--- src/hw/rtl/assert_macros.svh ---
// Assertion helpers shared by the RTL. Each macro is a labeled concurrent
// assertion on the rising clock edge, switched off while reset is high.
`ifndef ASSERT_MACROS_SVH
`define ASSERT_MACROS_SVH
`ifndef SYNTHESIS
// The expression must hold at every clock edge out of reset.
`define ASSERT_ALWAYS(label, clk, rst, expr) \
  label: assert property (@(posedge clk) disable iff (rst) (expr)) \
    else $error("invariant violated");
// Whenever the antecedent holds, the consequent must hold at the same edge.
`define ASSERT_IMPLIES(label, clk, rst, ante, cons) \
  label: assert property (@(posedge clk) disable iff (rst) (ante) |-> (cons)) \
    else $error("implication violated");
`else
`define ASSERT_ALWAYS(label, clk, rst, expr)
`define ASSERT_IMPLIES(label, clk, rst, ante, cons)
`endif
`endif

--- src/hw/rtl/fcc_pkg.sv ---
package fcc_pkg;

  // Field widths fixed by the item formats.
  localparam int TEMP_W  = 9;
  localparam int LEVEL_W = 7;

  // Fan levels are percentages.
  localparam logic [LEVEL_W-1:0] LEVEL_MAX = 7'd100;

  // Legal range and reset value of the switch-off offset register.
  localparam logic [3:0] OFFSET_MIN   = 4'd1;
  localparam logic [3:0] OFFSET_MAX   = 4'd10;
  localparam logic [3:0] OFFSET_RESET = 4'd5;

  // Fan control mode as read back on a tick; other codes mean unreadable.
  localparam logic [1:0] MODE_MANUAL = 2'd0;
  localparam logic [1:0] MODE_AUTO   = 2'd1;

  typedef enum logic [1:0] {
    CMD_LOAD  = 2'd0,
    CMD_TICK  = 2'd1,
    CMD_START = 2'd2,
    CMD_STOP  = 2'd3
  } cmd_t;

  typedef enum logic [3:0] {
    KIND_STORED      = 4'd0,
    KIND_CURVE_OK    = 4'd1,
    KIND_CURVE_BAD   = 4'd2,
    KIND_STARTED     = 4'd3,
    KIND_REFUSED     = 4'd4,
    KIND_STOPPED     = 4'd5,
    KIND_NO_CHANGE   = 4'd6,
    KIND_TAKE_MANUAL = 4'd7,
    KIND_SET_LEVEL   = 4'd8,
    KIND_ERROR       = 4'd9,
    KIND_IGNORED     = 4'd10
  } kind_t;

  // One curve point as kept in the point store.
  typedef struct packed {
    logic signed [TEMP_W-1:0] temp;
    logic [LEVEL_W-1:0]       level;
  } point_t;

  // One result word.
  typedef struct packed {
    kind_t              kind;
    logic [LEVEL_W-1:0] level;
    logic               restore;
    logic               last;
  } result_t;

  function automatic result_t make_result(kind_t kind, logic [LEVEL_W-1:0] level,
                                          logic restore, logic last);
    result_t r;
    r.kind    = kind;
    r.level   = level;
    r.restore = restore;
    r.last    = last;
    return r;
  endfunction

endpackage

--- src/hw/rtl/fcc_channels.sv ---
// Command channel: one word per command, curve point or control tick.
interface fcc_req_if;
  logic                                valid;
  logic                                ready;
  fcc_pkg::cmd_t                       command;
  logic signed [fcc_pkg::TEMP_W-1:0]   temperature;
  logic [fcc_pkg::LEVEL_W-1:0]         fan_level;
  logic                                last_point;
  logic [1:0]                          mode_reading;
  logic                                temperature_ok;
  logic                                level_ok;

  modport source (
    output valid, command, temperature, fan_level, last_point, mode_reading,
           temperature_ok, level_ok,
    input  ready
  );
  modport sink (
    input  valid, command, temperature, fan_level, last_point, mode_reading,
           temperature_ok, level_ok,
    output ready
  );
endinterface

// Result channel: one or two words per command word.
interface fcc_rsp_if;
  logic                        valid;
  logic                        ready;
  fcc_pkg::kind_t              kind;
  logic [fcc_pkg::LEVEL_W-1:0] level_out;
  logic                        restore_auto;
  logic                        last;

  modport source (
    output valid, kind, level_out, restore_auto, last,
    input  ready
  );
  modport sink (
    input  valid, kind, level_out, restore_auto, last,
    output ready
  );
endinterface

--- src/hw/rtl/fan_curve_controller_top.sv ---
// Fan curve controller. Takes one command word at a time and answers each with one or two
// result words; ready is high only while the controller sits idle, and a finished result
// waits in the output register without holding up the next command. A control tick reads
// the level table through a registered read and gives a second result word when manual
// control is taken. Closing a curve checks the stored points one by one through the point
// store's single read port, then rebuilds the level table one entry at a time: degrees below
// the first point or past the last one are written directly, degrees between points go
// through one shared compare-and-subtract divider (7 quotient bits), and each inner point
// crossed loads the next point from the store. There is no clearing pass after reset.
`include "assert_macros.svh"

module fan_curve_controller_top #(
  parameter int TABLE_DEPTH = 100,
  parameter int MAX_POINTS  = 16
) (
  input  logic        clk,
  input  logic        rst,
  input  logic        cfg_we,
  input  logic [3:0]  cfg_wdata,
  fcc_req_if.sink     request,
  fcc_rsp_if.source   response
);
  import fcc_pkg::*;

  localparam int AW  = $clog2(TABLE_DEPTH);
  localparam int TW  = $clog2(TABLE_DEPTH + 1);
  localparam int PAW = $clog2(MAX_POINTS);
  localparam int CW  = $clog2(MAX_POINTS + 1);

  typedef enum logic [3:0] {
    S_IDLE,
    S_PUSH,
    S_TICK,
    S_TICK2,
    S_VCHK,
    S_VWAIT,
    S_VCMP,
    S_SEG,
    S_T,
    S_BWAIT,
    S_BLOAD,
    S_DIV,
    S_WR
  } state_t;

  state_t state;

  // Control state.
  logic [3:0]    offset;
  logic [CW-1:0] point_count;
  logic          too_many;
  logic          curve_ready;
  logic [AW-1:0] turn_on_temp;
  logic          running;
  logic          took_manual;

  // Captured tick readings.
  logic signed [TEMP_W-1:0] temp_r;
  logic [LEVEL_W-1:0]       lvl_r;
  logic [1:0]               mode_r;
  logic                     tok_r;
  logic                     lok_r;
  logic [AW-1:0]            look_addr;

  // Memories and their registered read data.
  point_t             pts [MAX_POINTS];
  logic [PAW-1:0]     pts_addr;
  point_t             pts_rd;
  logic [LEVEL_W-1:0] tbl [TABLE_DEPTH];
  logic [LEVEL_W-1:0] tbl_rd;

  // Curve check and table build.
  logic [CW-1:0]            vidx;
  logic signed [TEMP_W-1:0] prev_temp;
  logic signed [TEMP_W-1:0] first_temp;
  point_t                   p0;
  point_t                   p1;
  logic [CW-1:0]            nidx;
  logic                     has_next;
  logic [14:0]              num;
  logic [TW-1:0]            tcnt;
  logic [15:0]              rem;
  logic [15:0]              dsr;
  logic [LEVEL_W-1:0]       quo;
  logic [2:0]               step;

  // Pending result and whether the tick goes on after it.
  result_t res;
  logic    res_more;

  logic                 accept;
  logic                 push_out;
  logic [CW-1:0]        vidx_inc;
  logic [CW-1:0]        nidx_inc;
  logic [7:0]           seg_d;
  logic signed [7:0]    delta;
  logic signed [9:0]    t_ext;
  logic                 t_done;
  logic                 t_before;
  logic                 t_adv;
  logic                 pts_we;
  logic                 tbl_we;
  logic [LEVEL_W-1:0]   tbl_wdata;
  logic signed [9:0]    req_temp_ext;
  logic [AW-1:0]        req_addr;
  logic [7:0]           t_pos;
  logic [LEVEL_W-1:0]   cur_level;
  logic                 off_ok;
  logic                 set_level;
  logic                 v_bad;

  assign request.ready = (state == S_IDLE);
  assign accept        = request.valid && request.ready;

  // The pending word moves out once the output register is free.
  assign push_out = (state == S_PUSH) && (!response.valid || response.ready);

  assign vidx_inc = vidx + 1'b1;
  assign nidx_inc = nidx + 1'b1;

  // Segment width and level step between the two current points.
  assign seg_d = 8'(p1.temp - p0.temp);
  assign delta = 8'($signed({1'b0, p1.level}) - $signed({1'b0, p0.level}));

  // Degree under construction against the current points.
  assign t_ext    = $signed({1'b0, 9'(tcnt)});
  assign t_done   = (tcnt == TW'(TABLE_DEPTH));
  assign t_before = t_ext < $signed({p0.temp[TEMP_W-1], p0.temp});
  assign t_adv    = has_next && (t_ext == $signed({p1.temp[TEMP_W-1], p1.temp}));

  // Curve check on the point just read: first at or above zero, then increasing.
  assign v_bad = (vidx == '0) ? pts_rd.temp[TEMP_W-1] : (pts_rd.temp <= prev_temp);

  // Lookup address of a tick's reading, clamped to the table.
  assign req_temp_ext = {request.temperature[TEMP_W-1], request.temperature};
  always_comb begin
    if (request.temperature[TEMP_W-1]) begin
      req_addr = '0;
    end else if (req_temp_ext > $signed(10'(TABLE_DEPTH - 1))) begin
      req_addr = AW'(TABLE_DEPTH - 1);
    end else begin
      req_addr = request.temperature[AW-1:0];
    end
  end

  // Tick decision: switch the fan off only well below the turn-on point.
  assign t_pos     = temp_r[TEMP_W-1] ? 8'd0 : temp_r[7:0];
  assign cur_level = (lvl_r > LEVEL_MAX) ? LEVEL_MAX : lvl_r;
  assign off_ok    = curve_ready && ((9'(t_pos) + 9'(offset)) < 9'(turn_on_temp));
  assign set_level = (tbl_rd != cur_level) &&
                     ((cur_level == '0) || (tbl_rd != '0) || off_ok);

  // Point store write on each stored curve point.
  assign pts_we = accept && (request.command == CMD_LOAD) &&
                  (point_count < CW'(MAX_POINTS));

  // Table writes: direct for zero and held entries, after the divide otherwise.
  always_comb begin
    tbl_we    = 1'b0;
    tbl_wdata = quo;
    if (state == S_T && !t_done && (t_before || !has_next)) begin
      tbl_we    = 1'b1;
      tbl_wdata = t_before ? '0 : p0.level;
    end else if (state == S_WR) begin
      tbl_we = 1'b1;
    end
  end

  // Point store.
  always_ff @(posedge clk) begin
    if (pts_we) begin
      pts[point_count[PAW-1:0]] <= point_t'{temp: request.temperature,
                                            level: request.fan_level};
    end
    pts_rd <= pts[pts_addr];
  end

  // Level table.
  always_ff @(posedge clk) begin
    if (tbl_we) begin
      tbl[tcnt[AW-1:0]] <= tbl_wdata;
    end
    tbl_rd <= tbl[look_addr];
  end

  // Sequencer, control state and output register.
  always_ff @(posedge clk) begin
    if (rst) begin
      state          <= S_IDLE;
      offset         <= OFFSET_RESET;
      point_count    <= '0;
      too_many       <= 1'b0;
      curve_ready    <= 1'b0;
      turn_on_temp   <= '0;
      running        <= 1'b0;
      took_manual    <= 1'b0;
      response.valid <= 1'b0;
    end else begin
      // Register write; out-of-range values are dropped.
      if (cfg_we && cfg_wdata >= OFFSET_MIN && cfg_wdata <= OFFSET_MAX) begin
        offset <= cfg_wdata;
      end

      // Output valid: set by a pushed word, cleared once the word is taken.
      if (push_out) begin
        response.valid <= 1'b1;
      end else if (response.ready) begin
        response.valid <= 1'b0;
      end

      case (state)
        S_IDLE: begin
          if (accept) begin
            res_more <= 1'b0;
            case (request.command)
              CMD_LOAD: begin
                if (point_count < CW'(MAX_POINTS)) begin
                  point_count <= point_count + 1'b1;
                end else begin
                  too_many <= 1'b1;
                end
                if (request.last_point) begin
                  state <= S_VCHK;
                end else begin
                  res   <= make_result(KIND_STORED, '0, 1'b0, 1'b1);
                  state <= S_PUSH;
                end
              end
              CMD_START: begin
                if (curve_ready) begin
                  running <= 1'b1;
                  res     <= make_result(KIND_STARTED, '0, 1'b0, 1'b1);
                end else begin
                  res <= make_result(KIND_REFUSED, '0, 1'b0, 1'b1);
                end
                state <= S_PUSH;
              end
              CMD_STOP: begin
                running <= 1'b0;
                res     <= make_result(KIND_STOPPED, '0, 1'b0, 1'b1);
                state   <= S_PUSH;
              end
              default: begin
                temp_r    <= request.temperature;
                lvl_r     <= request.fan_level;
                mode_r    <= request.mode_reading;
                tok_r     <= request.temperature_ok;
                lok_r     <= request.level_ok;
                look_addr <= req_addr;
                state     <= S_TICK;
              end
            endcase
          end
        end

        // Hand the pending result to the output register once it is free.
        S_PUSH: begin
          if (push_out) begin
            response.kind         <= res.kind;
            response.level_out    <= res.level;
            response.restore_auto <= res.restore;
            response.last         <= res.last;
            state                 <= res_more ? S_TICK2 : S_IDLE;
          end
        end

        // Tick, first step: running check and fan control mode.
        S_TICK: begin
          if (!running) begin
            res   <= make_result(KIND_IGNORED, '0, 1'b0, 1'b1);
            state <= S_PUSH;
          end else if (mode_r != MODE_MANUAL && mode_r != MODE_AUTO) begin
            res         <= make_result(KIND_ERROR, '0, took_manual, 1'b1);
            took_manual <= 1'b0;
            running     <= 1'b0;
            state       <= S_PUSH;
          end else if (mode_r == MODE_AUTO) begin
            took_manual <= 1'b1;
            res         <= make_result(KIND_TAKE_MANUAL, '0, 1'b0, 1'b0);
            res_more    <= 1'b1;
            state       <= S_PUSH;
          end else begin
            state <= S_TICK2;
          end
        end

        // Tick, second step: reading check and table decision.
        S_TICK2: begin
          res_more <= 1'b0;
          if (!tok_r || !lok_r) begin
            res         <= make_result(KIND_ERROR, '0, took_manual, 1'b1);
            took_manual <= 1'b0;
            running     <= 1'b0;
          end else if (set_level) begin
            res <= make_result(KIND_SET_LEVEL, tbl_rd, 1'b0, 1'b1);
          end else begin
            res <= make_result(KIND_NO_CHANGE, '0, 1'b0, 1'b1);
          end
          state <= S_PUSH;
        end

        // Curve closed: count check, then read the points one by one.
        S_VCHK: begin
          if (too_many || point_count < CW'(2)) begin
            point_count <= '0;
            too_many    <= 1'b0;
            res         <= make_result(KIND_CURVE_BAD, '0, 1'b0, 1'b1);
            state       <= S_PUSH;
          end else begin
            pts_addr <= '0;
            vidx     <= '0;
            state    <= S_VWAIT;
          end
        end

        S_VWAIT: begin
          state <= S_VCMP;
        end

        S_VCMP: begin
          if (v_bad) begin
            point_count <= '0;
            too_many    <= 1'b0;
            res         <= make_result(KIND_CURVE_BAD, '0, 1'b0, 1'b1);
            state       <= S_PUSH;
          end else begin
            prev_temp <= pts_rd.temp;
            if (vidx == '0) begin
              p0         <= pts_rd;
              first_temp <= pts_rd.temp;
            end
            if (vidx == CW'(1)) begin
              p1 <= pts_rd;
            end
            if (vidx_inc == point_count) begin
              tcnt     <= '0;
              nidx     <= CW'(1);
              has_next <= 1'b1;
              state    <= S_SEG;
            end else begin
              vidx     <= vidx_inc;
              pts_addr <= vidx_inc[PAW-1:0];
              state    <= S_VWAIT;
            end
          end
        end

        // Segment entry: numerator at its first degree is l0 * d.
        S_SEG: begin
          num   <= 15'(p0.level) * 15'(seg_d);
          state <= S_T;
        end

        // One table degree: finish, write directly, cross a point, or divide.
        S_T: begin
          if (t_done) begin
            if ($unsigned(first_temp) < 9'(TABLE_DEPTH)) begin
              turn_on_temp <= first_temp[AW-1:0];
              curve_ready  <= 1'b1;
            end else begin
              turn_on_temp <= '0;
              curve_ready  <= 1'b0;
            end
            point_count <= '0;
            too_many    <= 1'b0;
            res         <= make_result(KIND_CURVE_OK, '0, 1'b0, 1'b1);
            state       <= S_PUSH;
          end else if (t_before || !has_next) begin
            tcnt <= tcnt + 1'b1;
          end else if (t_adv) begin
            p0 <= p1;
            if (nidx_inc < point_count) begin
              nidx     <= nidx_inc;
              pts_addr <= nidx_inc[PAW-1:0];
              state    <= S_BWAIT;
            end else begin
              has_next <= 1'b0;
            end
          end else begin
            rem   <= 16'({num, 1'b0}) + 16'(seg_d);
            dsr   <= {1'b0, seg_d, 7'd0};
            quo   <= '0;
            step  <= 3'd6;
            state <= S_DIV;
          end
        end

        S_BWAIT: begin
          state <= S_BLOAD;
        end

        S_BLOAD: begin
          p1    <= pts_rd;
          state <= S_SEG;
        end

        // Restoring divide, one quotient bit per cycle: (2n + d) / 2d.
        S_DIV: begin
          if (rem >= dsr) begin
            rem <= rem - dsr;
            quo <= {quo[LEVEL_W-2:0], 1'b1};
          end else begin
            quo <= {quo[LEVEL_W-2:0], 1'b0};
          end
          dsr <= dsr >> 1;
          if (step == 3'd0) begin
            state <= S_WR;
          end else begin
            step <= step - 1'b1;
          end
        end

        // Quotient goes to the table; step the numerator to the next degree.
        S_WR: begin
          num   <= 15'(16'(num) + {{8{delta[7]}}, delta});
          tcnt  <= tcnt + 1'b1;
          state <= S_T;
        end

        default: begin
          state <= S_IDLE;
        end
      endcase
    end
  end

  // Only the take-manual word leaves a command unfinished.
  `ASSERT_IMPLIES(a_last_flag, clk, rst, response.valid, (response.kind == KIND_TAKE_MANUAL) != response.last)
  // A restore request travels only with an error word.
  `ASSERT_IMPLIES(a_restore_on_error, clk, rst, response.valid && response.restore_auto, response.kind == KIND_ERROR)
  // The controller starts only on a usable curve.
  `ASSERT_IMPLIES(a_start_needs_curve, clk, rst, $rose(running), curve_ready)
  // The point counter never runs past the store.
  `ASSERT_ALWAYS(a_count_bound, clk, rst, point_count <= CW'(MAX_POINTS))

endmodule

--- src/flat_wrapper.sv ---
// flat-port wrapper written by rule: the top's interface ports become plain ports
module fan_curve_controller_top_flat import fcc_pkg::*;
#(
  parameter int TABLE_DEPTH = 100,
  parameter int MAX_POINTS  = 16
)
  (clk, rst, cfg_we, cfg_wdata, request_valid, request_command, request_temperature, request_fan_level, request_last_point, request_mode_reading, request_temperature_ok, request_level_ok, request_ready, response_valid, response_kind, response_level_out, response_restore_auto, response_last, response_ready);
  fcc_req_if request_i ();
  fcc_rsp_if response_i ();
  input  logic clk;
  input  logic rst;
  input  logic cfg_we;
  input  logic [3:0] cfg_wdata;
  input wire logic [$bits(request_i.valid)-1:0] request_valid;
  input wire logic [$bits(request_i.command)-1:0] request_command;
  input wire logic [$bits(request_i.temperature)-1:0] request_temperature;
  input wire logic [$bits(request_i.fan_level)-1:0] request_fan_level;
  input wire logic [$bits(request_i.last_point)-1:0] request_last_point;
  input wire logic [$bits(request_i.mode_reading)-1:0] request_mode_reading;
  input wire logic [$bits(request_i.temperature_ok)-1:0] request_temperature_ok;
  input wire logic [$bits(request_i.level_ok)-1:0] request_level_ok;
  output wire logic [$bits(request_i.ready)-1:0] request_ready;
  output wire logic [$bits(response_i.valid)-1:0] response_valid;
  output wire logic [$bits(response_i.kind)-1:0] response_kind;
  output wire logic [$bits(response_i.level_out)-1:0] response_level_out;
  output wire logic [$bits(response_i.restore_auto)-1:0] response_restore_auto;
  output wire logic [$bits(response_i.last)-1:0] response_last;
  input wire logic [$bits(response_i.ready)-1:0] response_ready;
  assign request_i.valid = request_valid;
  assign request_i.command = request_command;
  assign request_i.temperature = request_temperature;
  assign request_i.fan_level = request_fan_level;
  assign request_i.last_point = request_last_point;
  assign request_i.mode_reading = request_mode_reading;
  assign request_i.temperature_ok = request_temperature_ok;
  assign request_i.level_ok = request_level_ok;
  assign request_ready = request_i.ready;
  assign response_valid = response_i.valid;
  assign response_kind = response_i.kind;
  assign response_level_out = response_i.level_out;
  assign response_restore_auto = response_i.restore_auto;
  assign response_last = response_i.last;
  assign response_i.ready = response_ready;
  fan_curve_controller_top #(.TABLE_DEPTH(TABLE_DEPTH), .MAX_POINTS(MAX_POINTS)) u_core (.clk(clk), .rst(rst), .cfg_we(cfg_we), .cfg_wdata(cfg_wdata), .request(request_i), .response(response_i));
endmodule
--- config.mk ---
export PLATFORM = sky130hd
export DESIGN_NAME = fan_curve_controller_top_flat
export DESIGN_NICKNAME = d
export VERILOG_FILES = /design/src/hw/rtl/fcc_pkg.sv /design/src/hw/rtl/fcc_channels.sv /design/src/hw/rtl/fan_curve_controller_top.sv /design/src/flat_wrapper.sv
export VERILOG_INCLUDE_DIRS = /design/src /design/src/hw/rtl
export SDC_FILE = /design/constraint.sdc
export NUM_CORES = 1
export LEC_CHECK = 0
export BUFFER_PORTS_ARGS = -buffer_cell sky130_fd_sc_hd__buf_2
export CORE_MARGIN = 2
export CORE_UTILIZATION = 68
export CTS_CLUSTER_DIAMETER = 80
export DETAILED_ROUTE_END_ITERATION = 8
export GPL_ROUTABILITY_DRIVEN = 0
export GPL_TIMING_DRIVEN = 0
export PLACE_DENSITY = 0.85
export SLEW_MARGIN = 20
export SYNTH_ARGS = -nofsm -noshare
export SYNTH_HDL_FRONTEND = slang
export SYNTH_SLANG_ARGS = --single-unit
--- constraint.sdc ---
create_clock -name clk -period 14.2 [get_ports clk]
set_input_delay 2.13 -clock clk [delete_from_list [all_inputs] [get_ports clk]]
set_output_delay 2.13 -clock clk [all_outputs]
set_load 0.005 [all_outputs]
==> results_dict.tcl <==
set metrics [dict create \
    run_status "complete, but fails checks" \
    violations "DRC" \
    slew_violations 0 \
    ctsHoldBuffers 0 \
    cts_setup_buffers 0 \
    drt_pass1_iterations 9 \
    track_usage 0.378 \
    clockBufferDepth 3 \
    clock.fmax_ghz 0.151 \
    io_pins 47 \
    via_per_inst 7.45 \
    crit_fanout 9 \
    max_stage_delay_ns 0.90 \
    cts_made_buffers 112 \
    synth_cell_types 75 \
    ant_nets 0 \
    cpLargestDelayFamily "adder cells" \
    syn_area_per_cell_um2 17.2 \
    grt_pass1_wl_mm 211 \
    netlist_area_um2 51200 \
    path_common_cell "fa_1" \
    synth.net_count 3162 \
    cp_num_buf_inv 2 \
    ys_async_sr_fraction 0 \
    h-tree-depth 3 \
    yosysTopAreaCell "edfxtp_1" \
    fin_crit_sh 0.467 \
    layout_commonest_cell "edfxtp_1" \
    power_density_nw_per_um2 124 \
    critical_path_arrival_ns 7.02 \
    num_rows 100 \
    setup_violations 0 \
    netlist.area_leader.share 0.668 \
    antenna_found_initial 7 \
    hold_ws_ns 0.434 \
    cts.sinks 1186 \
    drtIter0Drc 5853 \
    path_class "flop to flop" \
    critPathLaunchType "flop" \
    period_minus_slack_ns 6.63 \
    io_buffers 45 \
    syn_inst 2970 \
    synth-simple-area-share 0.0594 \
    filler_cell_count 3621 \
    ys_ff_latch 1186 \
    leakagePower_nw 19.1 \
    cts_resized 0 \
    cp.required_ns 14.59 \
    grt_overflow 0 \
    seq_area_frac_synth 0.686 \
    routed_wl_mm 145 \
    grt_max_degree 69 \
    first_global_vias 32000 \
    cts_root_buffer "clkbuf_16" \
    die_h_um 278 \
    final_cell_mix "edfxtp_1, mux4_2, nor2_1" \
    synth_xor_area_frac 0.0137 \
    die_area_um2 77500 \
    route.detailed.drc 3 \
    layout.nets 3359 \
    hp-class "flop to flop" \
    drive_above_1_share 0.198 \
    yosys-mux-area-fraction 0.134 \
    ir_worst_vdd_mv 0.153 \
    avgRoutedWirePerCell_um 34.1 \
    synth_compound_area_frac 0.0438 \
    finalSetupTns_ns 0 \
    slowest_stage "xor2_1" \
    fin_skew_ns 0.0550 \
    tightest_slew_ns 1.27 \
    maxCapViolations 0 \
    place_hpwl_mm 86.3 \
    synth_ff_type "edfxtp_1" \
    synth_edf_count 1138 \
    dr_total_vias 31500 \
    core_area_um2 74400 \
    rsz0062_at_grt "false" \
    slew_headroom 0.150 \
    worstPathCellList "ha_1 > nor2b_1 > o21ai_0 > a21boi_0 > o21ai_0 > nand2_1 > xor2_1 > and2_1 > fa_1 > fa_1 > fa_1 > inv_1 > fa_1 > inv_1 > ha_1 > a21oi_1 > o21ai_0 > a211oi_1 > a21oi_1 > xnor2_1 > mux2i_1" \
    clk_pin_slew_ns 0.06 \
    insertion_delay_ns 0.72 \
    hold_viol 0 \
    cts_tree "done" \
    die_w_um 278 \
    endpoint_kind "flop" \
    syn2layout_area_growth_pct 11.5 \
    synthAdderAreaFrac 0.0442 \
    netlist_top_cells_area "edfxtp_1, mux4_2, ha_1" \
    initial_core_util 0.688 \
    synth_top_family_by_area "multiplexers" \
    yosysWarnings 0 \
]
-- path summary, 6_finish.rpt --
kind                       start                       to  slack [ns]  cells after the start
setup / recovery    u_core.p1[8]           u_core.num[13]        7.57                     21
hold / removal    u_core.res[10]  u_core.response.kind[1]        0.43                      0
setup reg to reg    u_core.p1[8]           u_core.num[13]        7.57                     21
hold reg to reg   u_core.res[10]  u_core.response.kind[1]        0.43                      0
-- per-layer routing --
metal	wire length, um	GRT usage	vias up
li1	-	-	12100
met1	46700	0.487	15400
met2	67400	0.590	3199
met3	20900	0.118	809
met4	9590	0.190	2
met5	13	0.00313	-
-- power by group --
| part | total, mW | internal (mW) | switching, mW |
|---|---|---|---|
| Combinational | 0.175 | 0.0591 | 0.116 |
| Sequential | 3.82 | 3.81 | 0.0150 |
| Clock | 3.10 | 1.74 | 1.36 |
-- per-stage QoR --
stage / setup slack (ns) / util / std cells / power [mW] / instance area [um2]
after floorplan: 8.77 / - / 2970 / 3.98 / 51200
after global placement: 7.95 / 0.707 / 3984 / 4.04 / 52600
after detailed placement: 7.72 / 0.716 / 4022 / 4.05 / 53300
after CTS: 7.69 / 0.766 / 4231 / 7.06 / 57000
after global routing: 7.11 / 0.766 / 4235 / 7.19 / 57100
final: 7.57 / 0.766 / 4235 / 7.10 / 57100
-- cell families (layout without fill, tap and decap cells) --
logic type                 after synthesis  in the layout
buffers and inverters                  233            525
xor gates and xnor gates                80             80
AOI/OAI and AO/OA                      345            345
other                                    0              4
muxes                                  323            323
DFF                                   1186           1186
and+or+nand+nor                        643            643
adders and majority gates              160            160
-- flip-flops by register name, summed over array words and instances, names as in the netlist, 7 cells and up --
| register | count |
|---|---|
| u_core.response.level_out | 7 |
| u_core.first_temp | 9 |
| u_core.rem | 16 |
| u_core.tbl_rd | 7 |
| u_core.p0 | 16 |
| u_core.p1 | 16 |
| u_core.pts_rd | 16 |
| u_core.prev_temp | 9 |
| u_core.pts | 256 |
| u_core.tcnt | 7 |
| u_core.look_addr | 7 |
| u_core.dsr | 15 |
| u_core.quo | 7 |
| u_core.temp_r | 9 |
| u_core.lvl_r | 7 |
| u_core.turn_on_temp | 7 |
| u_core.num | 15 |
| u_core.tbl | 700 |
| u_core.res | 13 |
-- cell usage after synthesis, drive strengths merged (28+ instances only) --
master,count
a21oi,75
and2,62
buf,55
clkbuf,62
dfxtp,48
edfxtp,1138
fa,35
ha,125
inv,115
mux4,289
nand2,162
nand3,28
nor2,224
nor2b,31
nor3,37
o21ai,85
xnor2,46
xor2,34
-- final cells by class --
type / count / area, um2 / area share
tap: 969 / 1210 / 0.0213
multi-input combinational: 1551 / 15300 / 0.269
inverter: 116 / 435 / 0.00763
sequential: 1186 / 35100 / 0.616
antenna: 4 / 10.0 / 0.000175
clock buffer: 142 / 2960 / 0.0518
timing repair buffer: 83 / 668 / 0.0117
buffer: 117 / 524 / 0.00919
clock inverter: 67 / 785 / 0.0138
(Power assumes the default switching activity.)
